===== src/hw/rtl/msas_pkg.sv =====
`timescale 1ns / 1ps
`default_nettype none
// ----------------------------------------------------------------------------
// msas_pkg
// Types and constants of the multi-slot alarm scheduler.
// ----------------------------------------------------------------------------
package msas_pkg;

  localparam int unsigned Slots = 8;
  localparam int unsigned SlotW = 3;

  localparam logic [31:0] RecentSeconds = 32'd45;
  localparam logic [31:0] ExpireSeconds = 32'd60;
  localparam logic [31:0] DaySeconds    = 32'd86400;

  localparam logic [2:0] ActTick   = 3'd0;
  localparam logic [2:0] ActAdd    = 3'd1;
  localparam logic [2:0] ActStop   = 3'd2;
  localparam logic [2:0] ActDelete = 3'd3;
  localparam logic [2:0] ActSnooze = 3'd4;

  localparam logic [2:0] StOk      = 3'd0;
  localparam logic [2:0] StFull    = 3'd1;
  localparam logic [2:0] StNoRing  = 3'd2;
  localparam logic [2:0] StEmpty   = 3'd3;
  localparam logic [2:0] StRang    = 3'd4;

  typedef struct packed {
    logic [2:0]  action;
    logic [2:0]  slot;
    logic [31:0] now_seconds;
    logic [4:0]  now_hour;
    logic [5:0]  now_minute;
    logic [5:0]  now_second;
    logic [4:0]  alarm_hour;
    logic [5:0]  alarm_minute;
    logic        repeat_daily;
    logic [4:0]  snooze_minutes;
  } req_t;

  typedef struct packed {
    logic [2:0] status;
    logic       ringing;
    logic [2:0] ring_slot;
    logic [2:0] added_slot;
    logic [3:0] enabled_count;
    logic [3:0] used_count;
  } rsp_t;

endpackage
`default_nettype wire


===== src/hw/rtl/multi_slot_alarm_scheduler_unit.sv =====
`timescale 1ns / 1ps
`default_nettype none
// ----------------------------------------------------------------------------
// multi_slot_alarm_scheduler_unit
// Eight-slot alarm engine with daily, one-time and snooze alarms.
// ----------------------------------------------------------------------------
// One request at a time, through one shared 34-bit adder. A tick runs an
// expiry pass over all eight slots, then a ring scan, one slot per cycle,
// a finish state that applies the action, and the result state. The scan
// stops at the first slot that fires, and it is skipped while an alarm
// rings. Add and toggle run three timestamp steps, finish and result. Stop,
// delete, snooze and unknown actions go straight to finish and result.
// in_ready_o is low while a request is in work or a result waits on the
// output.
module multi_slot_alarm_scheduler_unit
  import msas_pkg::*;
(
  input  wire logic clk_i,
  input  wire logic rst_ni,
  input  wire logic in_valid_i,
  output logic      in_ready_o,
  input  wire req_t in_data_i,
  output logic      out_valid_o,
  input  wire logic out_ready_i,
  output rsp_t      out_data_o
);

  typedef enum logic [2:0] {
    S_IDLE, S_EXP, S_SCAN, S_TS0, S_TS1, S_TS2, S_FIN, S_OUT
  } state_e;

  state_e      state_q;
  req_t        req_q;
  logic [SlotW-1:0] idx_q;
  logic [Slots-1:0] used_q, en_q, rep_q, ring_q;
  logic [4:0]  hour_q [Slots];
  logic [5:0]  min_q  [Slots];
  logic [4:0]  snz_q  [Slots];
  logic [31:0] due_q  [Slots];
  logic [31:0] until_q[Slots];
  logic [31:0] last_q [Slots];
  logic        act_v_q;
  logic [SlotW-1:0] act_s_q;
  logic        fired_q;
  logic [SlotW-1:0] fire_s_q;
  logic [33:0] acc_q;
  logic [31:0] ts_q;
  logic [2:0]  status_q;
  logic [SlotW-1:0] added_q;

  function automatic logic [31:0] sat34(input logic [33:0] v);
    if (v[33]) return 32'd0;
    if (v[32]) return 32'hFFFF_FFFF;
    return v[31:0];
  endfunction

  // shared adder
  logic [33:0] add_a, add_b, add_y;
  assign add_y = add_a + add_b;

  logic [16:0] day_sec, hm_sec;
  logic [4:0]  ts_h;
  logic [5:0]  ts_m;
  logic [SlotW-1:0] sl;
  assign sl = req_q.slot;
  assign ts_h = (req_q.action == ActAdd) ? req_q.alarm_hour : hour_q[sl];
  assign ts_m = (req_q.action == ActAdd) ? req_q.alarm_minute : min_q[sl];
  assign day_sec = 17'(req_q.now_hour) * 17'd3600 + 17'(req_q.now_minute) * 17'd60
                 + 17'(req_q.now_second);
  assign hm_sec  = 17'(ts_h) * 17'd3600 + 17'(ts_m) * 17'd60;

  logic [SlotW-1:0] free_s;
  logic             free_v;
  always_comb begin
    free_s = '0;
    free_v = 1'b0;
    for (int i = Slots - 1; i >= 0; i--) begin
      if (!used_q[i]) begin
        free_s = SlotW'(i);
        free_v = 1'b1;
      end
    end
  end

  // per-state operand selection
  logic [31:0] now;
  assign now = req_q.now_seconds;
  always_comb begin
    add_a = 34'(now);
    add_b = '0;
    unique case (state_q)
      S_EXP:  begin add_a = 34'(due_q[idx_q]); add_b = 34'(ExpireSeconds); end
      S_SCAN: begin add_a = 34'(last_q[idx_q]); add_b = 34'(RecentSeconds); end
      S_TS0:  begin add_b = ~34'(day_sec) + 34'd1; end
      S_TS1:  begin add_a = acc_q; add_b = 34'(hm_sec); end
      S_TS2:  begin add_a = acc_q; add_b = 34'(DaySeconds); end
      S_FIN:  begin add_b = 34'(snz_q[act_s_q]) * 34'd60; end
      default: ;
    endcase
  end

  logic [3:0] cnt_u, cnt_e;
  always_comb begin
    cnt_u = '0;
    cnt_e = '0;
    for (int i = 0; i < Slots; i++) begin
      cnt_u = cnt_u + 4'(used_q[i]);
      cnt_e = cnt_e + 4'(used_q[i] & en_q[i]);
    end
  end

  logic act_rings;
  assign act_rings = act_v_q && used_q[act_s_q] && ring_q[act_s_q];

  assign in_ready_o  = (state_q == S_IDLE);
  assign out_valid_o = (state_q == S_OUT);

  logic recent, lt;
  assign recent = (last_q[idx_q] != '0) && (34'(now) < add_y);
  assign lt     = now < until_q[idx_q];

  always_ff @(posedge clk_i or negedge rst_ni) begin
    if (!rst_ni) begin
      state_q <= S_IDLE;
      req_q   <= '0;
      idx_q   <= '0;
      used_q  <= '0;
      en_q    <= '0;
      rep_q   <= '0;
      ring_q  <= '0;
      act_v_q <= 1'b0;
      act_s_q <= '0;
      fired_q <= 1'b0;
      fire_s_q <= '0;
      acc_q   <= '0;
      ts_q    <= '0;
      status_q <= StOk;
      added_q <= '0;
      for (int i = 0; i < Slots; i++) begin
        hour_q[i] <= '0; min_q[i] <= '0; snz_q[i] <= '0;
        due_q[i] <= '0; until_q[i] <= '0; last_q[i] <= '0;
      end
    end else begin
      unique case (state_q)
        S_IDLE: begin
          if (in_valid_i) begin
            req_q   <= in_data_i;
            idx_q   <= '0;
            fired_q <= 1'b0;
            if (in_data_i.action == ActTick) begin
              state_q <= S_EXP;
            end else if (in_data_i.action == ActAdd ||
                         (in_data_i.action == ActStop &&
                          !(act_v_q && ring_q[act_s_q]))) begin
              state_q <= S_TS0;
            end else begin
              state_q <= S_FIN;
            end
          end
        end
        S_EXP: begin
          // disable one-time alarms well past their time
          if (used_q[idx_q] && en_q[idx_q] && !rep_q[idx_q] && until_q[idx_q] == '0 &&
              due_q[idx_q] != '0 && 34'(now) > add_y && !ring_q[idx_q])
            en_q[idx_q] <= 1'b0;
          idx_q <= idx_q + 1'b1;
          if (idx_q == SlotW'(Slots - 1))
            state_q <= act_v_q ? S_FIN : S_SCAN;
        end
        S_SCAN: begin
          if (used_q[idx_q] && en_q[idx_q] && !recent) begin
            if (until_q[idx_q] != '0) begin
              if (!lt) begin
                fired_q <= 1'b1; fire_s_q <= idx_q; until_q[idx_q] <= '0;
              end
            end else if (rep_q[idx_q]) begin
              if (req_q.now_hour == hour_q[idx_q] && req_q.now_minute == min_q[idx_q] &&
                  req_q.now_second == '0) begin
                fired_q <= 1'b1; fire_s_q <= idx_q;
              end
            end else if (due_q[idx_q] != '0 && now >= due_q[idx_q]) begin
              fired_q <= 1'b1; fire_s_q <= idx_q;
            end
          end
          idx_q <= idx_q + 1'b1;
          if (idx_q == SlotW'(Slots - 1) || (used_q[idx_q] && en_q[idx_q] && !recent &&
              ((until_q[idx_q] != '0 && !lt) ||
               (until_q[idx_q] == '0 && rep_q[idx_q] &&
                req_q.now_hour == hour_q[idx_q] && req_q.now_minute == min_q[idx_q] &&
                req_q.now_second == '0) ||
               (until_q[idx_q] == '0 && !rep_q[idx_q] && due_q[idx_q] != '0 &&
                now >= due_q[idx_q]))))
            state_q <= S_FIN;
        end
        S_TS0: begin
          acc_q <= add_y;
          state_q <= S_TS1;
        end
        S_TS1: begin
          acc_q <= add_y;
          state_q <= S_TS2;
        end
        S_TS2: begin
          // signed 34-bit sums: base may be negative, today's match may pass 32 bits
          if ($signed(acc_q) <= $signed({2'b00, now})) ts_q <= sat34(add_y);
          else ts_q <= sat34(acc_q);
          state_q <= S_FIN;
        end
        S_FIN: begin
          added_q <= (req_q.action == ActAdd && free_v) ? free_s : '0;
          unique case (req_q.action)
            ActTick: begin
              status_q <= fired_q ? StRang : StOk;
              if (fired_q) begin
                ring_q[fire_s_q] <= 1'b1;
                last_q[fire_s_q] <= now;
                act_v_q <= 1'b1;
                act_s_q <= fire_s_q;
              end
            end
            ActAdd: begin
              if (!free_v) begin
                status_q <= StFull;
              end else begin
                status_q <= StOk;
                used_q[free_s] <= 1'b1; en_q[free_s] <= 1'b1;
                rep_q[free_s] <= req_q.repeat_daily;
                hour_q[free_s] <= req_q.alarm_hour; min_q[free_s] <= req_q.alarm_minute;
                snz_q[free_s] <= req_q.snooze_minutes; ring_q[free_s] <= 1'b0;
                until_q[free_s] <= '0; last_q[free_s] <= '0;
                due_q[free_s] <= req_q.repeat_daily ? '0 : ts_q;
              end
            end
            ActStop: begin
              if (act_v_q && ring_q[act_s_q]) begin
                if (act_rings) begin
                  status_q <= StOk;
                  ring_q[act_s_q] <= 1'b0;
                  if (!rep_q[act_s_q]) en_q[act_s_q] <= 1'b0;
                  act_v_q <= 1'b0; act_s_q <= '0;
                end else begin
                  status_q <= StNoRing;
                end
              end else if (!used_q[sl]) begin
                status_q <= StEmpty;
              end else begin
                status_q <= StOk;
                en_q[sl] <= !en_q[sl];
                if (!en_q[sl] && !rep_q[sl] && until_q[sl] == '0) due_q[sl] <= ts_q;
                if (en_q[sl]) begin
                  ring_q[sl] <= 1'b0; until_q[sl] <= '0;
                  if (act_v_q && act_s_q == sl) begin
                    act_v_q <= 1'b0; act_s_q <= '0;
                  end
                end
              end
            end
            ActDelete: begin
              if (!used_q[sl]) begin
                status_q <= StEmpty;
              end else begin
                status_q <= StOk;
                used_q[sl] <= 1'b0; en_q[sl] <= 1'b0; rep_q[sl] <= 1'b0;
                hour_q[sl] <= '0; min_q[sl] <= '0; snz_q[sl] <= '0; ring_q[sl] <= 1'b0;
                due_q[sl] <= '0; until_q[sl] <= '0; last_q[sl] <= '0;
                if (act_v_q && act_s_q == sl) begin
                  act_v_q <= 1'b0; act_s_q <= '0;
                end
              end
            end
            ActSnooze: begin
              if (!act_rings) begin
                status_q <= StNoRing;
              end else begin
                status_q <= StOk;
                ring_q[act_s_q] <= 1'b0;
                until_q[act_s_q] <= sat34(add_y);
                last_q[act_s_q] <= now;
                act_v_q <= 1'b0; act_s_q <= '0;
              end
            end
            default: status_q <= StOk;
          endcase
          state_q <= S_OUT;
        end
        S_OUT: begin
          if (out_ready_i) state_q <= S_IDLE;
        end
        default: state_q <= S_IDLE;
      endcase
    end
  end

  // result flags and counts follow the state after the action
  always_comb begin
    out_data_o.status        = status_q;
    out_data_o.added_slot    = added_q;
    out_data_o.ringing       = act_rings;
    out_data_o.ring_slot     = act_rings ? act_s_q : '0;
    out_data_o.enabled_count = cnt_e;
    out_data_o.used_count    = cnt_u;
  end

  property p_out_hold;
    @(posedge clk_i) disable iff (!rst_ni)
      out_valid_o && !out_ready_i |=> out_valid_o;
  endproperty
  a_out_hold: assert property (p_out_hold) else $error("result dropped while stalled");

  a_excl: assert property (@(posedge clk_i) disable iff (!rst_ni)
      !(in_ready_o && out_valid_o)) else $error("ready while result pending");

  a_active_en: assert property (@(posedge clk_i) disable iff (!rst_ni)
      act_v_q |-> used_q[act_s_q]) else $error("active slot not in use");

endmodule
`default_nettype wire

===== config.mk =====
export PLATFORM = sky130hd
export DESIGN_NAME = multi_slot_alarm_scheduler_unit
export DESIGN_NICKNAME = d
export VERILOG_FILES = /design/src/hw/rtl/msas_pkg.sv /design/src/hw/rtl/multi_slot_alarm_scheduler_unit.sv
export SDC_FILE = /design/constraint.sdc
export NUM_CORES = 2
export LEC_CHECK = 0
export BUFFER_PORTS_ARGS = -buffer_cell sky130_fd_sc_hd__buf_2
export CAP_MARGIN = 10
export CORE_MARGIN = 8
export CORE_UTILIZATION = 50
export DETAILED_ROUTE_END_ITERATION = 7
export HOLD_SLACK_MARGIN = 0.15
export PLACE_DENSITY = 0.66
export SYNTH_ARGS = -nofsm -noshare
export SYNTH_HDL_FRONTEND = slang
export SYNTH_SLANG_ARGS = --single-unit

===== constraint.sdc =====
create_clock -name clk_i -period 11.8 [get_ports clk_i]
set_clock_uncertainty 0.1 [all_clocks]
set_input_delay 1.77 -clock clk_i [delete_from_list [all_inputs] [get_ports clk_i]]
set_output_delay 1.77 -clock clk_i [all_outputs]
set_load 0.02 [all_outputs]

; Yosys cells after proc, flatten, opt, wreduce, memory -nomap -nowiden
; Cells that the tools add are included.
; Widths: inputs -> output; s select.
[classes]
n_addsub = 20
mul = 5
div_mod_pow = 0
n_lt_le_gt_ge = 25
eq_ne = 50
shifts = 0
mux = 242
n_bitwise = 43
n_reduce_logical = 83
[op_table]
columns = cell, count
row1 = $mux 256, 18
row2 = $pmux 256 s4, 2
row3 = $and 256x256->256, 6
row4 = $bwmux 256, 5
row5 = $mux 32, 28
row6 = $not 256->256, 3
row7 = $pmux 256 s3, 1
row8 = $pmux 256 s2, 1
row9 = $demux 32 s3, 5
row10 = $bmux 32 s3, 4
row11 = $pmux 34 s6, 1
row12 = $mux 40, 4
row13 = $pmux 40 s2, 2
row14 = $mux 8, 18
row15 = $pmux 34 s3, 1
row16 = $mux 3, 32
row17 = $mux 48, 2
row18 = $pmux 48 s2, 1
row19 = $reduce_bool 32->1, 3
row20 = $and 40x40->40, 2
row21 = $bwmux 40, 2
row22 = $and 8x8->8, 8
row23 = $logic_not 32->1, 2
row24 = $mux 1, 59
row25 = 79 further kinds, 258
[word_totals]
regBits = 1086
latch_bits = 0
ram_bits = 0
romBits = 0
in_bits = 76
out_inout_bits = 20
wordCells = 540
mem_count = 0

; Depth between registers and ports, before layout
[depth]
ltp_word = 26
depth_mapped = 52
depth_no_buf = 47

; Worst setup path after synthesis
; OpenSTA, ideal clock, no wires.
[synth_path]
path_kind = register to register
startpoint = reg req_q, in the netlist sl[2]
endpoint = reg until_q[76] (netlist bit)
setup_time_ps = 83
arrival_time_ps = 10297
required_time_ps = 11617
setup_slack_ps = 1320
stages_incl_launch_ff = 49
n_path_buf = 7
synth_period_minus_slack_ps = 10480
cell_sequence = dfrtp_1 buf_1 clkbuf_1 buf_1 buf_1 clkbuf_1 mux2i_1 o211ai_1 o21ai_0 nand3_1 o21ai_0 inv_1 fa_1 fa_1 ha_1 a21o_1 a21oi_1 xnor2_1 (+13 left out) and2_1 nand2_1 a21oi_1 xor2_1 ha_1 a21oi_1 o21a_1 nand2_1 a21oi_1 a41oi_1 maj3_1 and4_1 o311a_1 or2_1 a31oi_4 nor2_2 buf_2 o22ai_1
[synth_between]
elab_chain_len = 23
elab_cells_between_ends = 57
classes_between = 2 x add/sub / 2 x mul / 3 x order compare / 4 x eq/ne / 38 x mux / 3 x bitwise / 5 x reduce/logical
[synth_rtl]
columns = element, line
row1 = "start, declared", multi_slot_alarm_scheduler_unit.sv:33  ; req_t req_q;
row2 = "start signal, assigned", multi_slot_alarm_scheduler_unit.sv:147  ; req_q <= in_data_i;
row3 = $not 3->4 (implied by the code), --
row4 = $bmux 5 s3 or $bmux 6 s3 (tied branches), "multi_slot_alarm_scheduler_unit.sv:66, multi_slot_alarm_scheduler_unit.sv:67"
row5 = $mux 5 (implied by the code) or $mux 6 (tied branches) (2 in a row), "multi_slot_alarm_scheduler_unit.sv:66, multi_slot_alarm_scheduler_unit.sv:67"
row6 = $mux 5 or $mux 6 (tied branches), "multi_slot_alarm_scheduler_unit.sv:66, multi_slot_alarm_scheduler_unit.sv:67"
row7 = $mul 5x8->13 or $mul 6x4->10 (tied branches), multi_slot_alarm_scheduler_unit.sv:70  ; assign hm_sec = 17'(ts_h) * 17'd3600 + 17'(ts_m) * 17'd60;
row8 = $add 17x12->17, multi_slot_alarm_scheduler_unit.sv:70
row9 = $pmux 34 s6, multi_slot_alarm_scheduler_unit.sv:91  ; unique case (state_q)
row10 = $add 34x34->34, multi_slot_alarm_scheduler_unit.sv:59  ; assign add_y = add_a + add_b;
row11 = (+6 left out), --
row12 = $mux 32, multi_slot_alarm_scheduler_unit.sv:53  ; if (v[32]) return 32'hFFFF_FFFF;
row13 = $mux 32, multi_slot_alarm_scheduler_unit.sv:272  ; if (!act_rings) begin
row14 = $mux 32, multi_slot_alarm_scheduler_unit.sv:211  ; unique case (req_q.action)
row15 = $mux 32, multi_slot_alarm_scheduler_unit.sv:144  ; unique case (state_q)
row16 = $bwmux 256, multi_slot_alarm_scheduler_unit.sv:277  ; until_q[act_s_q] <= sat34(add_y);
row17 = $mux 256, multi_slot_alarm_scheduler_unit.sv:272
row18 = $pmux 256 s4, multi_slot_alarm_scheduler_unit.sv:211
row19 = $pmux 256 s2, multi_slot_alarm_scheduler_unit.sv:144
row20 = "end signal, assigned by index", multi_slot_alarm_scheduler_unit.sv:277
row21 = "end, declared", multi_slot_alarm_scheduler_unit.sv:40  ; logic [31:0] until_q[Slots];
; Parallel ways exist; a longest one is shown, timed or not. The select of a mux whose other input is x is not followed.
; A chain may end at the register's enable or synchronous reset.

; Final worst setup path
[layout_path]
startpoint = reg req_q[23] (netlist bit)
endpoint = reg until_q[145] (netlist bit)
[layout_between]
elab_chain_len = 21
elab_cells_between_ends = 32
classes_between = 4 x add/sub / 1 x mul / 1 x order compare / 1 x eq/ne / 20 x mux / 1 x bitwise / 4 x reduce/logical
[layout_rtl]
columns = element, line
row1 = $mul 6x4->10 *, multi_slot_alarm_scheduler_unit.sv:68  ; assign day_sec = 17'(req_q.now_hour) * 17'd3600 + 17'(req_q.now_minute) * 17'd60
row2 = $add 17x12->17 *, multi_slot_alarm_scheduler_unit.sv:68
row3 = $add 17x6->17 *, multi_slot_alarm_scheduler_unit.sv:69  ; + 17'(req_q.now_second);
row4 = $not 17->34 *, multi_slot_alarm_scheduler_unit.sv:94  ; S_TS0: begin add_b = ~34'(day_sec) + 34'd1; end
row5 = $add 34x1->34 *, multi_slot_alarm_scheduler_unit.sv:94
row6 = $pmux 34 s6 *, multi_slot_alarm_scheduler_unit.sv:91
row7 = $add 34x34->34 *, multi_slot_alarm_scheduler_unit.sv:59
row8 = $mux 1 (2 in a row), multi_slot_alarm_scheduler_unit.sv:53
row9 = (+4 left out), --
row10 = $mux 32, multi_slot_alarm_scheduler_unit.sv:53
row11 = $mux 32, multi_slot_alarm_scheduler_unit.sv:272
row12 = $mux 32, multi_slot_alarm_scheduler_unit.sv:211
row13 = $mux 32, multi_slot_alarm_scheduler_unit.sv:144
row14 = $bwmux 256, multi_slot_alarm_scheduler_unit.sv:277
row15 = $mux 256, multi_slot_alarm_scheduler_unit.sv:272
row16 = $pmux 256 s4, multi_slot_alarm_scheduler_unit.sv:211
row17 = $pmux 256 s2, multi_slot_alarm_scheduler_unit.sv:144
; Every way passes the cells marked *; elsewhere a longest branch is shown, timed or not. The select of a mux whose other input is x is not followed.

==> metrics.md <==
| Metric | Value |
|---|---|
| Yosys reg bits | around 1,100 |
| Unrepaired setup endpoints after global routing | false |
| Reg clk slew, reported paths | around 0.06 ns |
| Data arrival, critical path | 11.29 ns |
| Post-CTS Setup Bufs | 0 |
| Max clock buf depth | 3 |
| CP max FO | 32 |
| Initial antenna violation count | 9 |
| Post-synth EDFFs | 0 |
| Worst path buffer plus inverter count | 2 |
| Crit-path max cell delay | 0.63 ns |
| Aggregate global routing overflow | 0 |
| Worst relative slew slack | 0.0547 |
| IO Port Bufs | 95 |
| Most used cell, CP | ha_1 |
| Antenna Nets Post-Route | 0 |
| I/O pin count | 96 |
| Final TNS setup | 0 ns |
| Post-place setup slack | 1.16 ns |
| Hold path start | status_q[1]$_DFFE_PN0P_ |
| Die X | between 300 and 400 µm |
| Status | complete, but fails checks |
| Highest clock rate | a little over 90 MHz |
| CTS resizes | 0 |
| Synthesized instance count | ~6,000 |
| Unique masters post-synth | 91 |
| Syn Area/Cell | 10.2 µm² |
| Rows | approximately 130 |
| Met1 Use GR | 0.491 |
| Hold_ws | ~0.38 ns |
| Critical path launch point | req_q[23]$_DFFE_PN0P_ |
| Vias in the first global route | 52,100 |
| FFs w/ async S/R, synth | 1.00 |
| Worst-margin pin slew | around 1.4 ns |
| Setup violators final | 0 |
| Average wire per standard cell | 32.4 µm |
| GPL Wtd Cong | ~1.1 |
| Final Hold Viols | 0 |
| Most frequent cells in the layout | 1,080 x dfrtp_1, 562 x a22o_1, 484 x nand2_1 |
| Clk_lat worst skew | between 0.7 and 0.8 ns |
| Final worst setup slack | slightly below 1 ns |
| CP endpoint kind | flop |
| Commonest non-fill, non-tap cell in the layout | dfrtp_1 |
| Required time worst endpoint | around 12 ns |
| Fin crit period | between 10 and 15 ns |
| DR vias | 53,800 |
| Crit Path Class | reg -> reg |
| Tcrit/Tclk final | 0.918 |
| GR peak layer | met2 |
| Global Route Usage Sum | 0.362 |
| Core area | between 100,000 and 150,000 µm² |
| Largest delay share family, worst path | compound AO/OA/AOI/OAI gates |
| 1st-pass router iterations | 8 |
| Vias per inst | 7.05 |
| Final WL | 247 mm |
| CTS Sinks | 1,086 |
| Seq/Total Area, Yosys | 0.446 |
| Post-Syn Area | about 61,000 µm² |
| Worst hold path type | reg -> reg |
| CTS Root Cell | clkbuf_16 |
| CP max stage cell | fa_1 |
| Syn Nets | approximately 6,400 |
| Worst reg2reg startpoint | req_q[23]$_DFFE_PN0P_ |
| Share of cells above drive strength 1 | 0.129 |
| Final Net Count | roughly 6,300 |
| Post-synth top flop | dfrtp_1 |
| DRC | 8 |
| Max-Cap Viols | 0 |
| Worst Setup Start Kind | flop |
| DR iter-0 viols | roughly 7,600 |
| First-pass GRT wire length | roughly 360 mm |
| Die Y | approximately 370 µm |
| Area growth from synthesis to layout | 9.86% |
| Hpwl dp | 166 mm |
| Synthesis warning total | 0 |
| Routing usage on met3 | 0.100 |
| Die area | around 130,000 µm² |
| Met2 Use GR | 0.526 |
| Starting Density | 0.502 |
| Failing checks | design-rule violations |
| Hold-fix buffers, CTS | 0 |
| H-tree levels | 3 |
| Slew Viols, Final | 0 |
| Largest net degree at the start of global routing | about 190 |
| Num CTS Buffers | about 110 |
| CTS tree | built |
-- Yosys cell counts, drive strengths merged, types with 71 or more instances --
cell    count  share of area
dfrtp    1086           0.45
inv       441          0.027
o21ai     359          0.029
ha        272          0.056
a21oi     193          0.016
mux2      156          0.029
xnor2      71          0.010
nor2      167          0.010
mux2i     119          0.020
mux4       75          0.028
nor3       77         0.0063
a22o      562          0.081
nand2     487          0.030
o22ai     293          0.030
clkbuf    336          0.021
buf       172          0.013
a221oi     86          0.012
a22oi      92          0.011
-- metrics by stage --
stage / instances / util / instance area, µm²
floorplan: 6008 / - / 61000
global placement: 7415 / 0.520 / 63200
detailed placement: 7415 / 0.520 / 63200
CTS: 7622 / 0.552 / 67000
global route: 7622 / 0.552 / 67000
finish: 7625 / 0.552 / 67000
-- tightest hold or removal path, stage by stage (launching register included) --
cell     delay, ns
dfrtp_1       0.34
nand2_1       0.04
o21ai_0       0.06
-- sequential cells by signal, summed over array words and instances (netlist names), 32 cells and up --
signal,count
until_q,256
now,32
due_q,256
last_q,256
hour_q,40
min_q,48
snz_q,40
acc_q,34
req_q,37
ts_q,32
-- final cells by class --
cell class | count | area, µm²
multi-input combinational | 3971 | 30300
clock buffer | 157 | 3250
fill | 10700 | 54400
sequential | 1086 | 27200
tap | 1625 | 2030
timing repair buffer | 290 | 2010
antenna | 3 | 7.51
clock inverter | 50 | 581
inverter | 443 | 1670
-- final timing paths --
path                       cells past startpoint  slack (ns)                       end
max                                           44        0.96  until_q[145]$_DFFE_PN0P_
min                                            2        0.38   status_q[1]$_DFFE_PN0P_
max reg2reg                                   44        0.96  until_q[145]$_DFFE_PN0P_
min reg2reg                                    2        0.38   status_q[1]$_DFFE_PN0P_
max in group asynchronous                      3        8.12    last_q[52]$_DFFE_PN0P_
min in group asynchronous                      1        0.98  until_q[120]$_DFFE_PN0P_
-- layer usage --
metal / routed length (µm) / part of all wire
met5: 85 / 0.00034
met4: 16800 / 0.068
met3: 31000 / 0.13
met2: 104000 / 0.42
met1: 95400 / 0.39
-- cell families (layout without fill, tap and decap cells) --
family          count (synthesis)  in the layout  synth area share
compound gates               2023           2023             0.239
simple gates                 1175           1175            0.0925
flops                        1086           1086             0.446
buf+inv                       951            940            0.0608
mux                           350            350            0.0760
fa+ha+maj                     317            317            0.0704
xor+xnor                      106            106            0.0153
other cells                     0              3                 0
Power is left out: the tool's default activity adds up to more than one toggle a clock period on the data nets, which glitch-free logic cannot reach.
